### config.mk
export PLATFORM = sky130hd
export DESIGN_NAME = object_record_loader_top_flat
export DESIGN_NICKNAME = d
export VERILOG_FILES = /design/src/design/orl_pkg.sv /design/src/design/orl_char_if.sv /design/src/design/orl_event_if.sv /design/src/design/object_record_loader_top.sv /design/src/flat_wrapper.sv
export SDC_FILE = /design/constraint.sdc
export NUM_CORES = 1
export LEC_CHECK = 0
export BUFFER_PORTS_ARGS = -buffer_cell sky130_fd_sc_hd__buf_2
export CAP_MARGIN = 30
export CORE_MARGIN = 2
export CORE_UTILIZATION = 50
export CTS_CLUSTER_SIZE = 24
export DETAILED_ROUTE_END_ITERATION = 7
export GPL_ROUTABILITY_DRIVEN = 0
export PLACE_DENSITY = 0.85
export REMOVE_ABC_BUFFERS = 1
export SLEW_MARGIN = 20
export SYNTH_ARGS = -nofsm -noshare
export SYNTH_HDL_FRONTEND = slang
export SYNTH_SLANG_ARGS = --single-unit
### constraint.sdc
create_clock -name clk -period 3 [get_ports clk]
set_input_delay 0.6 -clock clk [delete_from_list [all_inputs] [get_ports clk]]
set_output_delay 0.6 -clock clk [all_outputs]
set_load 0.05 [all_outputs]
### src/design/orl_pkg.sv
package orl_pkg;

  localparam int CHAR_W      = 8;
  localparam int ADDR_W      = 24;
  localparam int BYTE_W      = 8;
  localparam int KIND_W      = 2;
  localparam int NAME_W      = 48;
  localparam int POS_W       = 4;

  // Hex digits of the load address in T and E records
  localparam int ADDR_DIGITS = 6;
  localparam logic [POS_W-1:0] ADDR_FIRST_POS = POS_W'(2);
  localparam logic [POS_W-1:0] ADDR_LAST_POS  = POS_W'(1 + ADDR_DIGITS);
  localparam logic [POS_W-1:0] DATA_START     = POS_W'(12);
  localparam logic [POS_W-1:0] POS_MAX        = POS_W'(15);
  localparam logic [POS_W-1:0] NAME_LAST_POS  = POS_W'(7);
  localparam logic [POS_W-1:0] HEADER_MIN_LEN = POS_W'(8);

  // Event codes
  localparam logic [KIND_W-1:0] EV_STORE    = 2'd0;
  localparam logic [KIND_W-1:0] EV_JUMP     = 2'd1;
  localparam logic [KIND_W-1:0] EV_MISMATCH = 2'd2;

  // Record kinds
  localparam logic [1:0] REC_OTHER = 2'd0;
  localparam logic [1:0] REC_T     = 2'd1;
  localparam logic [1:0] REC_E     = 2'd2;

  // Run phases; bit 1 set means halted
  localparam logic [1:0] PH_HEADER = 2'd0;
  localparam logic [1:0] PH_LOAD   = 2'd1;
  localparam logic [1:0] PH_HALT   = 2'd2;

  localparam logic [CHAR_W-1:0] CH_T      = 8'h54;
  localparam logic [CHAR_W-1:0] CH_E      = 8'h45;
  localparam logic [CHAR_W-1:0] CH_DOLLAR = 8'h24;
  localparam logic [CHAR_W-1:0] CH_CARET  = 8'h5E;
  localparam logic [CHAR_W-1:0] CH_SPACE  = 8'h20;

  function automatic logic [3:0] hex_value(input logic [CHAR_W-1:0] c);
    logic [3:0] v;
    v = 4'd0;
    if (c >= 8'h30 && c <= 8'h39) begin
      v = c[3:0];
    end else if ((c >= 8'h41 && c <= 8'h46) || (c >= 8'h61 && c <= 8'h66)) begin
      v = 4'(c[3:0] + 4'd9);
    end
    return v;
  endfunction

  function automatic logic is_blank(input logic [CHAR_W-1:0] c);
    return (c == CH_SPACE) || (c inside {[8'd9:8'd13]});
  endfunction

endpackage

### src/design/orl_char_if.sv
interface orl_char_if
  import orl_pkg::*;
();
  logic              valid;
  logic              ready;
  logic [CHAR_W-1:0] char_in;

  modport source (output valid, output char_in, input ready);
  modport sink   (input valid, input char_in, output ready);
endinterface

### src/design/orl_event_if.sv
interface orl_event_if
  import orl_pkg::*;
();
  logic              valid;
  logic              ready;
  logic [KIND_W-1:0] event_kind;
  logic [ADDR_W-1:0] load_address;
  logic [BYTE_W-1:0] load_byte;

  modport source (output valid, output event_kind, output load_address, output load_byte,
                  input ready);
  modport sink   (input valid, input event_kind, input load_address, input load_byte,
                  output ready);
endinterface

### src/design/object_record_loader_top.sv
// An item taken into the input register gives its event (if any) through the event register.
// Throughput: one item per cycle while events are taken; one input register and one event register,
// the record decode sits between them.
// Input stalls only while the event register is full and not taken.
// Reset (rst, synchronous) clears the parse state, the name register and both
// valid bits; the block then expects the header record.
module object_record_loader_top
  import orl_pkg::*;
(
  input  logic              clk,
  input  logic              rst,
  input  logic              cfg_wr_en,
  input  logic [NAME_W-1:0] cfg_wr_data,
  orl_char_if.sink          chars,
  orl_event_if.source       events
);

  logic [NAME_W-1:0] expected_name;

  logic              in_valid;
  logic [CHAR_W-1:0] in_char;

  logic [1:0]        run_phase, run_phase_next;
  logic [1:0]        record_kind, record_kind_next;
  logic [POS_W-1:0]  char_position, char_position_next;
  logic [ADDR_W-1:0] current_address, current_address_next;
  logic              name_differs, name_differs_next;
  logic [3:0]        high_nibble, high_nibble_next;
  logic              nibble_pending, nibble_pending_next;
  logic              data_ended, data_ended_next;

  logic              emit;
  logic [KIND_W-1:0] emit_kind;
  logic [ADDR_W-1:0] emit_addr;
  logic [BYTE_W-1:0] emit_byte;

  logic              out_valid;
  logic [KIND_W-1:0] out_kind;
  logic [ADDR_W-1:0] out_addr;
  logic [BYTE_W-1:0] out_byte;

  logic              advance;
  logic [3:0]        digit;
  logic [2:0]        name_sel;
  logic [CHAR_W-1:0] name_char;

  assign advance     = in_valid && (!out_valid || events.ready);
  assign chars.ready = !in_valid || advance;

  assign digit     = hex_value(in_char);
  assign name_sel  = 3'(NAME_LAST_POS - char_position);
  assign name_char = expected_name[name_sel*8 +: 8];

  always_comb begin
    run_phase_next       = run_phase;
    record_kind_next     = record_kind;
    char_position_next   = char_position;
    current_address_next = current_address;
    name_differs_next    = name_differs;
    high_nibble_next     = high_nibble;
    nibble_pending_next  = nibble_pending;
    data_ended_next      = data_ended;
    emit                 = 1'b0;
    emit_kind            = EV_STORE;
    emit_addr            = '0;
    emit_byte            = '0;

    if (run_phase[1]) begin
      // halted: everything ignored
    end else if (is_blank(in_char)) begin
      if (char_position != '0) begin
        char_position_next  = '0;
        record_kind_next    = REC_OTHER;
        nibble_pending_next = 1'b0;
        data_ended_next     = 1'b0;
        if (run_phase == PH_HEADER) begin
          if (name_differs || char_position < HEADER_MIN_LEN) begin
            name_differs_next = 1'b1;
            run_phase_next    = PH_HALT;
            emit              = 1'b1;
            emit_kind         = EV_MISMATCH;
          end else begin
            run_phase_next = PH_LOAD;
          end
        end else if (record_kind == REC_E) begin
          run_phase_next = PH_HALT;
          emit           = 1'b1;
          emit_kind      = EV_JUMP;
          emit_addr      = current_address;
        end
      end
    end else begin
      if (char_position < POS_MAX) begin
        char_position_next = char_position + POS_W'(1);
      end
      if (run_phase == PH_HEADER) begin
        if (char_position >= ADDR_FIRST_POS && char_position <= NAME_LAST_POS &&
            name_char != in_char) begin
          name_differs_next = 1'b1;
        end
      end else if (char_position == '0) begin
        record_kind_next     = (in_char == CH_T) ? REC_T :
                               (in_char == CH_E) ? REC_E : REC_OTHER;
        current_address_next = '0;
        nibble_pending_next  = 1'b0;
        data_ended_next      = 1'b0;
      end else if (record_kind != REC_OTHER) begin
        if (char_position >= ADDR_FIRST_POS && char_position <= ADDR_LAST_POS) begin
          current_address_next = {current_address[ADDR_W-5:0], digit};
          if (record_kind == REC_E && char_position == ADDR_LAST_POS) begin
            run_phase_next = PH_HALT;
            emit           = 1'b1;
            emit_kind      = EV_JUMP;
            emit_addr      = {current_address[ADDR_W-5:0], digit};
          end
        end else if (record_kind == REC_T && char_position >= DATA_START &&
                     !data_ended) begin
          if (nibble_pending) begin
            // second digit of a pair is always taken as a digit, even a separator
            nibble_pending_next  = 1'b0;
            current_address_next = current_address + ADDR_W'(1);
            emit                 = 1'b1;
            emit_kind            = EV_STORE;
            emit_addr            = current_address;
            emit_byte            = {high_nibble, digit};
          end else if (in_char == CH_DOLLAR) begin
            data_ended_next = 1'b1;
          end else if (in_char != CH_CARET) begin
            high_nibble_next    = digit;
            nibble_pending_next = 1'b1;
          end
        end
      end
    end
  end

  always_ff @(posedge clk) begin
    if (rst) begin
      expected_name <= '0;
    end else if (cfg_wr_en) begin
      expected_name <= cfg_wr_data;
    end
  end

  always_ff @(posedge clk) begin
    if (rst) begin
      in_valid <= 1'b0;
    end else if (chars.ready) begin
      in_valid <= chars.valid;
    end
  end

  always_ff @(posedge clk) begin
    if (chars.ready && chars.valid) begin
      in_char <= chars.char_in;
    end
  end

  always_ff @(posedge clk) begin
    if (rst) begin
      run_phase       <= PH_HEADER;
      record_kind     <= REC_OTHER;
      char_position   <= '0;
      current_address <= '0;
      name_differs    <= 1'b0;
      high_nibble     <= '0;
      nibble_pending  <= 1'b0;
      data_ended      <= 1'b0;
    end else if (advance) begin
      run_phase       <= run_phase_next;
      record_kind     <= record_kind_next;
      char_position   <= char_position_next;
      current_address <= current_address_next;
      name_differs    <= name_differs_next;
      high_nibble     <= high_nibble_next;
      nibble_pending  <= nibble_pending_next;
      data_ended      <= data_ended_next;
    end
  end

  always_ff @(posedge clk) begin
    if (rst) begin
      out_valid <= 1'b0;
    end else if (advance && emit) begin
      out_valid <= 1'b1;
    end else if (events.ready) begin
      out_valid <= 1'b0;
    end
  end

  always_ff @(posedge clk) begin
    if (advance && emit) begin
      out_kind <= emit_kind;
      out_addr <= emit_addr;
      out_byte <= emit_byte;
    end
  end

  assign events.valid        = out_valid;
  assign events.event_kind   = out_kind;
  assign events.load_address = out_addr;
  assign events.load_byte    = out_byte;

  a_halt_quiet: assert property (@(posedge clk) disable iff (rst)
    (run_phase[1] && !events.valid) |=> !events.valid)
    else $error("event produced after halt");

  a_nibble_in_t: assert property (@(posedge clk) disable iff (rst)
    nibble_pending |-> (record_kind == REC_T && run_phase == PH_LOAD))
    else $error("pending nibble outside a T record");

  a_end_in_t: assert property (@(posedge clk) disable iff (rst)
    data_ended |-> (record_kind == REC_T))
    else $error("data end mark outside a T record");

  a_store_incr: assert property (@(posedge clk) disable iff (rst)
    (advance && emit && emit_kind == EV_STORE) |=>
      (current_address == $past(current_address) + ADDR_W'(1)))
    else $error("store address did not advance");

  a_no_emit_in_header: assert property (@(posedge clk) disable iff (rst)
    (run_phase == PH_HEADER && advance && emit) |-> (emit_kind == EV_MISMATCH))
    else $error("data event during header");

endmodule
### src/flat_wrapper.sv
// flat-port wrapper written by rule: the top's interface ports become plain ports
module object_record_loader_top_flat import orl_pkg::*;
  (clk, rst, cfg_wr_en, cfg_wr_data, chars_valid, chars_char_in, chars_ready, events_valid, events_event_kind, events_load_address, events_load_byte, events_ready);
  orl_char_if chars_i ();
  orl_event_if events_i ();
  input  logic clk;
  input  logic rst;
  input  logic cfg_wr_en;
  input  logic [NAME_W-1:0] cfg_wr_data;
  input wire logic [$bits(chars_i.valid)-1:0] chars_valid;
  input wire logic [$bits(chars_i.char_in)-1:0] chars_char_in;
  output wire logic [$bits(chars_i.ready)-1:0] chars_ready;
  output wire logic [$bits(events_i.valid)-1:0] events_valid;
  output wire logic [$bits(events_i.event_kind)-1:0] events_event_kind;
  output wire logic [$bits(events_i.load_address)-1:0] events_load_address;
  output wire logic [$bits(events_i.load_byte)-1:0] events_load_byte;
  input wire logic [$bits(events_i.ready)-1:0] events_ready;
  assign chars_i.valid = chars_valid;
  assign chars_i.char_in = chars_char_in;
  assign chars_ready = chars_i.ready;
  assign events_valid = events_i.valid;
  assign events_event_kind = events_i.event_kind;
  assign events_load_address = events_i.load_address;
  assign events_load_byte = events_i.load_byte;
  assign events_i.ready = events_ready;
  object_record_loader_top u_core (.clk(clk), .rst(rst), .cfg_wr_en(cfg_wr_en), .cfg_wr_data(cfg_wr_data), .chars(chars_i), .events(events_i));
endmodule
# Word level (Yosys, flattened, before mapping)
# Cells that the tools add are included.
[word_totals]
out_inout_bits = 36
ff_bits = 131
[op_classes]
n_eq_ne = 17
reduce_logical = 47
n_shift = 1
muxes = 87
addsub = 4
n_bitwise = 9
magnitude_cmp = 13
[op_table]
columns = ["operator", "n"]
rows = [
  ["two-way mux 24 bit", 16],
  ["two-way mux 2 bit", 24],
  ["indexed part select 48 x 7 -> 8 bit", 1],
  ["two-way mux 1 bit", 42],
  ["adder 24 x 1 -> 24 bit (second input constant)", 1],
  ["AND reduction 7 bit", 3],
  ["two-way mux 4 bit", 5],
  ["nonzero test 2 bit", 10],
  ["AND reduction 9 bit", 2],
  ["equality test 8 x 6 -> 1 bit (second input constant)", 2],
  ["equality test 8 x 7 -> 1 bit (second input constant)", 2],
  [">= comparator 8 x 7 -> 1 bit (second input constant)", 2],
  ["less-or-equal comparator 8 x 7 -> 1 bit (second input constant)", 2],
  ["nonzero test 3 bit", 5],
  ["logical AND 1 bit", 12],
  ["AND reduction 11 bit", 1],
  ["inverter 1 bit", 9],
  [">= comparator 8 x 4 -> 1 bit (second input constant)", 1],
  [">= comparator 8 x 6 -> 1 bit (second input constant)", 1],
  ["less-or-equal comparator 8 x 4 -> 1 bit (second input constant)", 1],
  ["less-or-equal comparator 8 x 6 -> 1 bit (second input constant)", 1],
  ["< comparator 4 bit (second input constant)", 2],
  ["inequality test 8 x 7 -> 1 bit (second input constant)", 1],
  ["inequality test 8 bit", 1],
  ["other kinds (21)", 31],
]

# Logic depth before layout (Yosys ltp)
# Gate-level depths: netlist of run 1.
[logic_depth]
depth_word = 12
depth_mapped = 12

# Worst setup path before layout of run 1
# Ideal clock, no wire load.
[synth_path]
path_kind = "reg-to-reg"
from = "register u_core.char_position[0]"
to = "register u_core.out_kind[0], in the netlist u_core.events.event_kind[0], enable pin"
path_slack_ps = 26
synth_period_minus_slack_ps = 2974
stages_incl_launch_ff = 10
n_path_buf = 3
setup_time_ps = 389
arrival_time_ps = 2585
path_cell_list = "dfxtp_1 clkbuf_1 buf_1 inv_1 ha_1 nor3b_1 clkbuf_1 nor2_1 o21ai_0 inv_1"
[synth_via]
elab_chain_len = 11
word_cells_on_any_way = 24
[synth_rtl]
columns = ["item", "line_no", "source"]
rows = [
  ["start: declaration", "object_record_loader_top.sv:25", "logic [POS_W-1:0] char_position, char_position_next;"],
  ["start signal: assignment", "object_record_loader_top.sv:172", "char_position <= char_position_next;"],
  [">= comparator 4 bit", "object_record_loader_top.sv:116", "end else if (record_kind == REC_T && char_position >= DATA_START &&"],
  ["logical AND 1 bit (2 in a row)", "object_record_loader_top.sv:116", ""],
  ["two-way mux 1 bit", "object_record_loader_top.sv:116", ""],
  ["two-way mux 1 bit", "object_record_loader_top.sv:108", "if (char_position >= ADDR_FIRST_POS && char_position <= ADDR_LAST_POS) begin"],
  ["two-way mux 1 bit", "object_record_loader_top.sv:107", "end else if (record_kind != REC_OTHER) begin"],
  ["two-way mux 1 bit", "object_record_loader_top.sv:101", "end else if (char_position == '0) begin"],
  ["two-way mux 1 bit", "object_record_loader_top.sv:96", "if (run_phase == PH_HEADER) begin"],
  ["two-way mux 1 bit *", "object_record_loader_top.sv:70", "end else if (is_blank(in_char)) begin"],
  ["two-way mux 1 bit *", "object_record_loader_top.sv:68", "if (run_phase[1]) begin"],
  ["logical AND 1 bit *", "object_record_loader_top.sv:192", "if (advance && emit) begin"],
  ["end signal: assignment", "object_record_loader_top.sv:193", "out_kind <= emit_kind;"],
  ["end: declaration", "object_record_loader_top.sv:38", "logic [KIND_W-1:0] out_kind;"],
]
# Mark *: on every way between the ends. The rest lies on a longest branch, timed or not.
# A chain may end at the register's enable or synchronous reset.

# Final worst setup path of run 1
[layout_path]
from = "register u_core.in_char[0]"
to = "register u_core.out_addr[11], in the netlist u_core.events.load_address[11], data pin"
[layout_via]
elab_chain_len = 4
word_cells_on_any_way = 6
[layout_rtl]
columns = ["item", "line_no", "source"]
rows = [
  ["start: declaration", "object_record_loader_top.sv:21", "logic [CHAR_W-1:0] in_char;"],
  ["start signal: assignment", "object_record_loader_top.sv:155", "in_char <= chars.char_in;"],
  [">= comparator 8 x 4 -> 1 bit / less-or-equal comparator 8 x 4 -> 1 bit (equally long branches)", "orl_pkg.sv:52", "return (c == CH_SPACE) || (c inside {[8'd9:8'd13]});"],
  ["logical AND 1 bit", "orl_pkg.sv:52", ""],
  ["logical OR 1 bit *", "orl_pkg.sv:52", ""],
  ["two-way mux 24 bit *", "object_record_loader_top.sv:70", ""],
  ["end signal: assignment", "object_record_loader_top.sv:194", "out_addr <= emit_addr;"],
  ["end: declaration", "object_record_loader_top.sv:39", "logic [ADDR_W-1:0] out_addr;"],
]
# Marked as above.

==> summary by stage, run 1 <==
Routing
The first-pass iteration count of the detailed router is 5. The detailed-route vias per instance is slightly below 6. The first routing iteration left just over 500 violations. The number of vias after detailed routing is roughly 5700. The count of nets left with antenna violations after detail routing is 0. The routed wire length is between 15000 and 20000 µm. For this run, design rule violations remaining after detail routing come to 0.

After detailed routing, the average wire length per cell comes to about 16 µm.

Critical path
The critical path startpoint category is a flop. STA classifies the critical path endpoint as a flop. Counting cells, the worst reg-to-reg path comes to 9. For flop-to-flop paths, the worst setup slack is between 0.15 and 0.2 ns. The arrival time of data at the critical path endpoint is roughly 3.1 ns.

The maximum fanout along the worst path is 23. By startpoint and endpoint, the worst setup path is classified as flop to flop. The endpoint of the worst register-to-register path is u_core.events.load_address[11]. The required arrival time at the worst endpoint is between 3 and 4 ns.

The startpoint identified for the worst register-to-register timing path is u_core.in_char[0].

Hold path
The worst-case hold path end point is u_core.in_char[3]. The startpoint identified for the worst hold timing path is chars_char_in[3]. Counting instances, the worst hold path has a depth of 1. The worst hold-check path type is primary input to flop.

Timing
The count of final hold-check violations was 0. For the pin with the worst max-slew slack, the measured transition is around 0.8 ns. Derived from the worst setup path, the maximum achievable clock frequency is 352 MHz. In the finished design, the share of the clock period the worst path needs comes to 0.947. The worst-case hold slack is roughly 0.35 ns.

The number of pins exceeding their max-slew limit in the final report is 0. The final critical-path required period is ~2.8 ns. Setup repair after global routing left no endpoint under its margin. For the final database, setup skew stands at 0.00992 ns. The worst slew margin relative to its limit is 0.479.

Setup violations remaining at the end of the flow were counted as 0.

Clock network
The clock transition time at the flip-flop clock pins of the worst setup and hold paths is approximately 0.06 ns. For this design, the CTS-stage hold fixing added 0 buffers. The maximum clock path buffer count is 2. TritonCTS built the clock tree.

The number of gates resized after CTS is 0. The insertion delay of the later-clocked pin in the worst-skew pair is roughly 0.43 ns. Buffers inserted during clock tree synthesis total 17. The number of sinks driven by the clock tree is between 100 and 150.

The cell at the root of the clock tree is clkbuf_16. The total setup buffers inserted after CTS is 0. The clock tree synthesis step divided the H-tree into 4 levels.

Flow run
The reported max-cap violation count is 0.

Die
After floorplanning, the core was sized to cover about 0.013 mm². The die covers about 0.014 mm². The initial utilization of the core area, before any placement, comes to 0.506. In this run the count of I/O pins placed on the die edge is 97. The horizontal die dimension is approximately 120 µm. The floorplan has 42 rows. From bottom edge to top edge, the die measures approximately 120 µm.

Finish
The most common cell after layout, fill and taps aside is nor2_1. The number of filler cells placed in the layout is around 1100. For this run, the number of standard cells in the final layout without fillers is just under 1000. The library cells used most frequently in the layout, excluding fill and tap cells, are nor2_1 (101), buf_2 (96), dfxtp_1 (89). The layout cell share with drive strength beyond 1 is 0.203.

The diode insertion count for antenna repair is 0. At the end of the flow, the number of nets in the layout was 854. Relative to the synthesized area, the layout overhead comes to 19.1%. Once layout is complete, the utilization of the core stands at 0.603.

Status
The run finished with clean final reports.

Power and ir drop
The total power divided by cell area is roughly 550 mW/mm². The total power is 4.36 mW. The maximum vdd drop is 480 µV. The leakage power total is 2.93 nW.

Global routing
The initial antenna violation count is 0. The overflow left after global routing is 0. Entering global routing, the biggest net connects 55 pins.

The first-pass GRT wire length is around 25000 µm. The via count of the first global-routing pass was 5171. For this run, the total global-route usage over all layers was measured as 0.219.

Synthesis
The number of different library cells used by synthesis comes to 66. The most used flip-flop cell after synthesis is dfxtp_1. The proportion of synthesized flip-flops having asynchronous set or reset is 0. The count of flip-flops with a built-in enable after synthesis is between 40 and 50.

The post-synth design cell area is 0.00663 mm². The average cell area after synthesis is between 9 and 10 µm². Synthesis inferred approximately 130 register bits. The count of yosys warnings during synthesis is 0. The number of cells produced by synthesis is between 700 and 800.

The share of the Yosys chip area taken by registers is 0.459.

Placement
During placement, the flow inserted port buffers numbering 96. After detailed placement, the design holds a cell count of about 940. The wire-length estimate of the detail-placed layout is 10300 µm.
[area by class of cell]
type | count | area [µm²] | area share
clock buffer | 18 | 429 | 0.0544
clock inverter | 14 | 180 | 0.0228
inverter | 22 | 82.6 | 0.0105
multi-input combinational | 497 | 3290 | 0.417
sequential | 131 | 3040 | 0.386
tap | 176 | 220 | 0.0279
timing repair buffer | 116 | 647 | 0.0820
[report_power, final]
group / total (mW) / internal (mW) / switching, mW
sequential: 1.92 / 1.87 / 0.0468
combinational: 0.332 / 0.149 / 0.183
clock: 2.11 / 1.32 / 0.794
[worst max-delay path, cell delays in order, from the launching register on]
cell and delay [ns]:
edfxtp_1 0.47, inv_1 0.19, ha_1 0.29, a21o_1 0.21
a211oi_2 0.33, nand2b_2 0.26, mux2_2 0.38, nor3_4 0.11
buf_4 0.28, a22o_1 0.20
[metal layers]
metal / part of all wire / vias up / track usage
li1: - / 2724 / -
met1: 0.43 / 2672 / 0.285
met2: 0.48 / 259 / 0.353
met3: 0.071 / 27 / 0.0474
met4: 0.020 / 0 / 0.0923
met5: 0 / - / 0
[synth_stat cells, drive strengths merged, types with 7 or more instances]
| cell type | count | area share |
|---|---|---|
| o21ai | 24 | 0.018 |
| inv | 21 | 0.012 |
| a22o | 26 | 0.034 |
| xor2 | 12 | 0.016 |
| nor2 | 102 | 0.058 |
| and2 | 9 | 0.0085 |
| nand2 | 40 | 0.023 |
| nor4 | 7 | 0.0076 |
| edfxtp | 42 | 0.19 |
| nor2b | 7 | 0.0066 |
| nand3 | 12 | 0.0091 |
| nor3 | 26 | 0.022 |
| nand4 | 14 | 0.013 |
| ha | 8 | 0.015 |
| buf | 13 | 0.0094 |
| clkbuf | 42 | 0.024 |
| a21oi | 36 | 0.027 |
| dfxtp | 89 | 0.27 |
| xnor2 | 14 | 0.019 |
| mux2i | 76 | 0.11 |
[flip-flops by register name, summed over array words and instances, names as in the netlist]
register	count
u_core.expected_name	48
u_core.current_address	24
u_core.events.load_address	24
u_core.events.load_byte	8
u_core.in_char	8
u_core.char_position	4
u_core.high_nibble	4
u_core.events.event_kind	2
u_core.record_kind	2
u_core.run_phase	2
u_core.data_ended	1
u_core.events.valid	1
u_core.in_valid	1
u_core.name_differs	1
u_core.nibble_pending	1
[stage by stage]
| stage | instance area [µm²] | setup WS [ns] | TNS [ns] |
|---|---|---|---|
| 2_1_floorplan | 6410 | -0.543 | -23.57 |
| 3_3_place_gp | 7270 | 0.291 | 0 |
| 3_5_place_dp | 7270 | 0.157 | 0 |
| 4_1_cts | 7880 | 0.102 | 0 |
| 5_1_grt | 7890 | 0.00334 | 0 |
| 6_report | 7890 | 0.158 | 0 |
[cell families after synthesis]
| kind of cell | share of synthesized area |
|---|---|
| muxes | 0.122 |
| buffers and inverters | 0.0457 |
| xor gates and xnor gates | 0.0344 |
| AOI/OAI and AO/OA | 0.145 |
| and+or+nand+nor | 0.179 |
| adders and majority gates | 0.0151 |
| DFF | 0.459 |
[worst max-delay path by stage]
stage                                  startpoint                              to  slack (ns)  cells after the start
after CTS                       u_core.in_char[0]  u_core.events.load_address[11]        0.10                      9
after global routing            u_core.in_char[0]   u_core.events.load_address[9]       0.003                      9
after global placement          u_core.in_char[0]  u_core.events.load_address[22]        0.29                      9
after detailed placement        u_core.in_char[0]   u_core.events.load_address[6]        0.16                      9
final                           u_core.in_char[0]  u_core.events.load_address[11]        0.16                      9
after floorplan           u_core.char_position[1]       u_core.current_address[2]       -0.54                      8
Note: power is estimated with default switching activity, not from simulation.
==> inputs of run 2 (changes only) <==
--- a/config.mk
+++ b/config.mk
@@ -6,13 +6,15 @@
 export NUM_CORES = 1
 export LEC_CHECK = 0
 export BUFFER_PORTS_ARGS = -buffer_cell sky130_fd_sc_hd__buf_2
-export CAP_MARGIN = 30
+export CAP_MARGIN = 20
+export CELL_PAD_IN_SITES_DETAIL_PLACEMENT = 0
+export CELL_PAD_IN_SITES_GLOBAL_PLACEMENT = 2
 export CORE_MARGIN = 2
-export CORE_UTILIZATION = 50
+export CORE_UTILIZATION = 38
 export CTS_CLUSTER_SIZE = 24
 export DETAILED_ROUTE_END_ITERATION = 7
 export GPL_ROUTABILITY_DRIVEN = 0
-export PLACE_DENSITY = 0.85
+export PLACE_DENSITY = 0.95
 export REMOVE_ABC_BUFFERS = 1
 export SLEW_MARGIN = 20
 export SYNTH_ARGS = -nofsm -noshare
==> constraint.sdc (replaced) <==
create_clock -name clk -period 3.33 [get_ports clk]
set_input_delay 0.666 -clock clk [delete_from_list [all_inputs] [get_ports clk]]
set_output_delay 0.666 -clock clk [all_outputs]
set_load 0.05 [all_outputs]
==> run 2 against run 1 <==
Effect of this change:
- final cell count increased by 4.8%
- largest cell class unchanged
- sequential cell count unchanged
- critical path depth unchanged
- largest power group unchanged
- clock power decreased by 17%
- sequential share of layout area increased by 0.11 points
- die area increased by 30%
- via count decreased by 2.9%
- sequential power decreased by 9.9%
==> summary by stage, run 2 (synthesized netlist as in run 1, its figures left out) <==
Global routing
The via count of the first global-routing pass was approximately 5400. The first-pass GRT wire length is ~27000 µm. The overall fraction of global-route tracks in use is 0.185. The total overflow left after global routing is 0. The initial antenna violation count is 0. The pin count of the biggest net entering global routing is approximately 50.

Routing
The post-detailed-route DRC marker count is 0. The routed wire length is between 15000 and 20000 µm. In the final routing, the length of wire on met1 measures around 7100 µm. The count of nets left with antenna violations after detail routing is 0. The routed length per instance is approximately 16 µm.

The initial DRC count is 461. The first-pass iteration count of the detailed router is 5. Summing over every cut layer, the via total after detailed routing is 5519. The wire length on met2 is between 8000 and 9000 µm. The highest routed metal layer is met4.

The detailed-route vias per instance is between 5 and 6. After detailed routing, the met3 layer carries 932 µm of wire.

Power and ir drop
The design internal power is around 2.9 mW. The switching component of the power is between 800 and 900 µW. VDD sags by at most between 300 and 400 µV. The relative contribution of the clock network to total power is 0.465. The fraction of power consumed by combinational cells is 0.077. Dividing total power by cell area gives a power density of about 480 mW/mm². The share of total power dissipated in sequential elements is 0.458.

The leakage power total is between 2 and 3 nW. The fraction of power spent switching nets is 0.233.

Critical path
Data on the critical path is required at its endpoint by between 3 and 4 ns. The maximum fanout along the worst path is 23. The launch point of the worst reg-to-reg path is u_core.in_char[0]. The number of cells on the worst reg-to-reg path is 9. The endpoint type of the worst setup path is a flop. The endpoint of the worst register-to-register path is u_core.events.load_address[4].

STA puts the critical path data arrival time at between 3 and 4 ns. The register-to-register setup slack is 0.38 ns. The category of the critical setup timing path is flop to flop. The worst setup path is launched from a flop.

Finish
In the layout the commonest cells are nor2_1 (101), buf_2 (96), dfxtp_1 (89). The largest register by flop count is u_core.expected_name. The post-layout instance area is around 0.0079 mm². The post-synthesis to final-layout area growth is 18.7%. Leaving out fill and tap cells, the most frequent cell in the layout is nor2_1. Once layout is complete, the utilization of the core stands at 0.458. The number of flip-flops under the largest register name is 48. The diode insertion count for antenna repair is 0. The number of filler cells placed in the layout is approximately 1600. After the last flow step, the layout net total stands at roughly 850. The layout cell share with drive strength beyond 1 is 0.196.

Timing
The count of final hold-check violations is 0. The worst slew margin relative to its limit is 0.481. The transition time of the tightest slew-check pin is 0.779 ns.

Setup repair after global routing left no endpoint under its margin. The smallest setup slack after layout is between 0.3 and 0.4 ns. The final critical-path required period is between 2 and 3 ns.

The share of the clock period used by the worst path after layout is 0.886. The maximum clock frequency is ~340 MHz. Setup violations remaining at the end of the flow were counted as 0. On the final layout, the worst clock skew is 0.00858 ns. The number of pins exceeding their max-slew limit in the final report is 0.

Die
The die is roughly 140 µm tall. The core area is around 0.017 mm². The floorplan step defined a die boundary enclosing ~0.019 mm². The initial utilization of the core area, before any placement, comes to 0.386. In this run the count of I/O pins placed on the die edge is 97. The floorplan step set the die width to 136 µm. The floorplan has 48 rows.

Clock network
The number of sinks driven by the clock tree is between 100 and 150. The total setup buffers inserted after CTS is 0. The insertion delay of the later-clocked pin in the worst-skew pair is about 0.42 ns. Clock-pin slew was measured on the worst setup and hold paths at roughly 0.050 ns. CTS built an H-tree with a depth of 4. No sink is reached through more buffers than the 2 on the longest clock path. The cell at the root of the clock tree is clkbuf_16.

The TritonCTS clock tree is built. TritonCTS created 17 clock buffers. The number of hold buffers added after CTS was 0. The number of gates resized after CTS is 0.

Placement
After legalization and detailed placement, the total HPWL measured ~11000 µm. The instance area at placement is around 0.0073 mm². In this run the tool buffered the top-level ports with 96 buffer cells.

Before CTS, the worst setup slack after placement is about 0.40 ns.

Flow run
The tool flagged a number of max-cap violations equal to 0.

Hold path
The hold path startpoint is chars_char_in[7]. The worst hold path terminates at u_core.in_char[7]. The number of stages on the worst hold path is 1. The worst hold-check path type is primary input to flop.

Status
The run finished with clean final reports.
-- run 2: cell count changes in the layout (fill, tap and decap cells not counted), moves of 3 or more --
| cell | delta |
|---|---|
| bufinv_16 | -3 |
| clkbuf_1 | +3 |
| clkbuf_8 | +4 |
| inv_4 | +4 |
| clkinvlp_4 | -4 |
-- run 2: per-stage QoR --
stage	cells	hold WS (ns)	power, mW	TNS [ns]
finish	1021	0.418	3.78	0
global route	1021	0.403	3.92	0
CTS	1021	0.407	3.81	0
detailed placement	989	0.473	2.06	0
global placement	989	0.472	2.05	0
floorplan	650	0.452	1.93	-1.23
-- run 2: worst max-delay path by stage --
stage,end,cells past startpoint,from
floorplan,u_core.current_address[2],8,u_core.char_position[1]
global placement,u_core.events.load_address[9],9,u_core.in_char[0]
detailed placement,u_core.events.load_address[4],9,u_core.in_char[0]
CTS,u_core.events.load_address[4],9,u_core.in_char[0]
global route,u_core.events.load_address[19],9,u_core.in_char[0]
finish,u_core.events.load_address[4],9,u_core.in_char[0]
-- run 2: worst max-delay path, cell delays in order (launching register included) --
cell and delay, ns:
edfxtp_1 0.46, inv_1 0.18, ha_1 0.30, a21o_1 0.21, a211oi_2 0.30, nand2b_1 0.36
mux2_2 0.41, nor3_4 0.10, buf_4 0.29, a22o_1 0.19
-- run 2: power groups by stage --
stage	Sequential, mW	Combinational, mW	Clock (mW)
2_1_floorplan	1.76	0.165	0
3_5_place_dp	1.76	0.294	0
3_3_place_gp	1.76	0.287	0
4_1_cts	1.73	0.295	1.78
5_1_grt	1.74	0.326	1.86
6_report	1.73	0.293	1.75
-- run 2: final cells by class --
type	count	area (µm²)	area share
multi-input combinational	497	3290	0.418
sequential	131	3040	0.387
timing repair buffer	114	616	0.0782
clock buffer	26	520	0.0662
tap	225	282	0.0358
inverter	22	82.6	0.0105
clock inverter	6	38.8	0.00493
-- run 2: layer usage --
metal,vias up,global-route usage
li1,2712,-
met1,2609,0.224
met2,175,0.312
met3,23,0.0548
met4,0,0.0683
met5,-,0
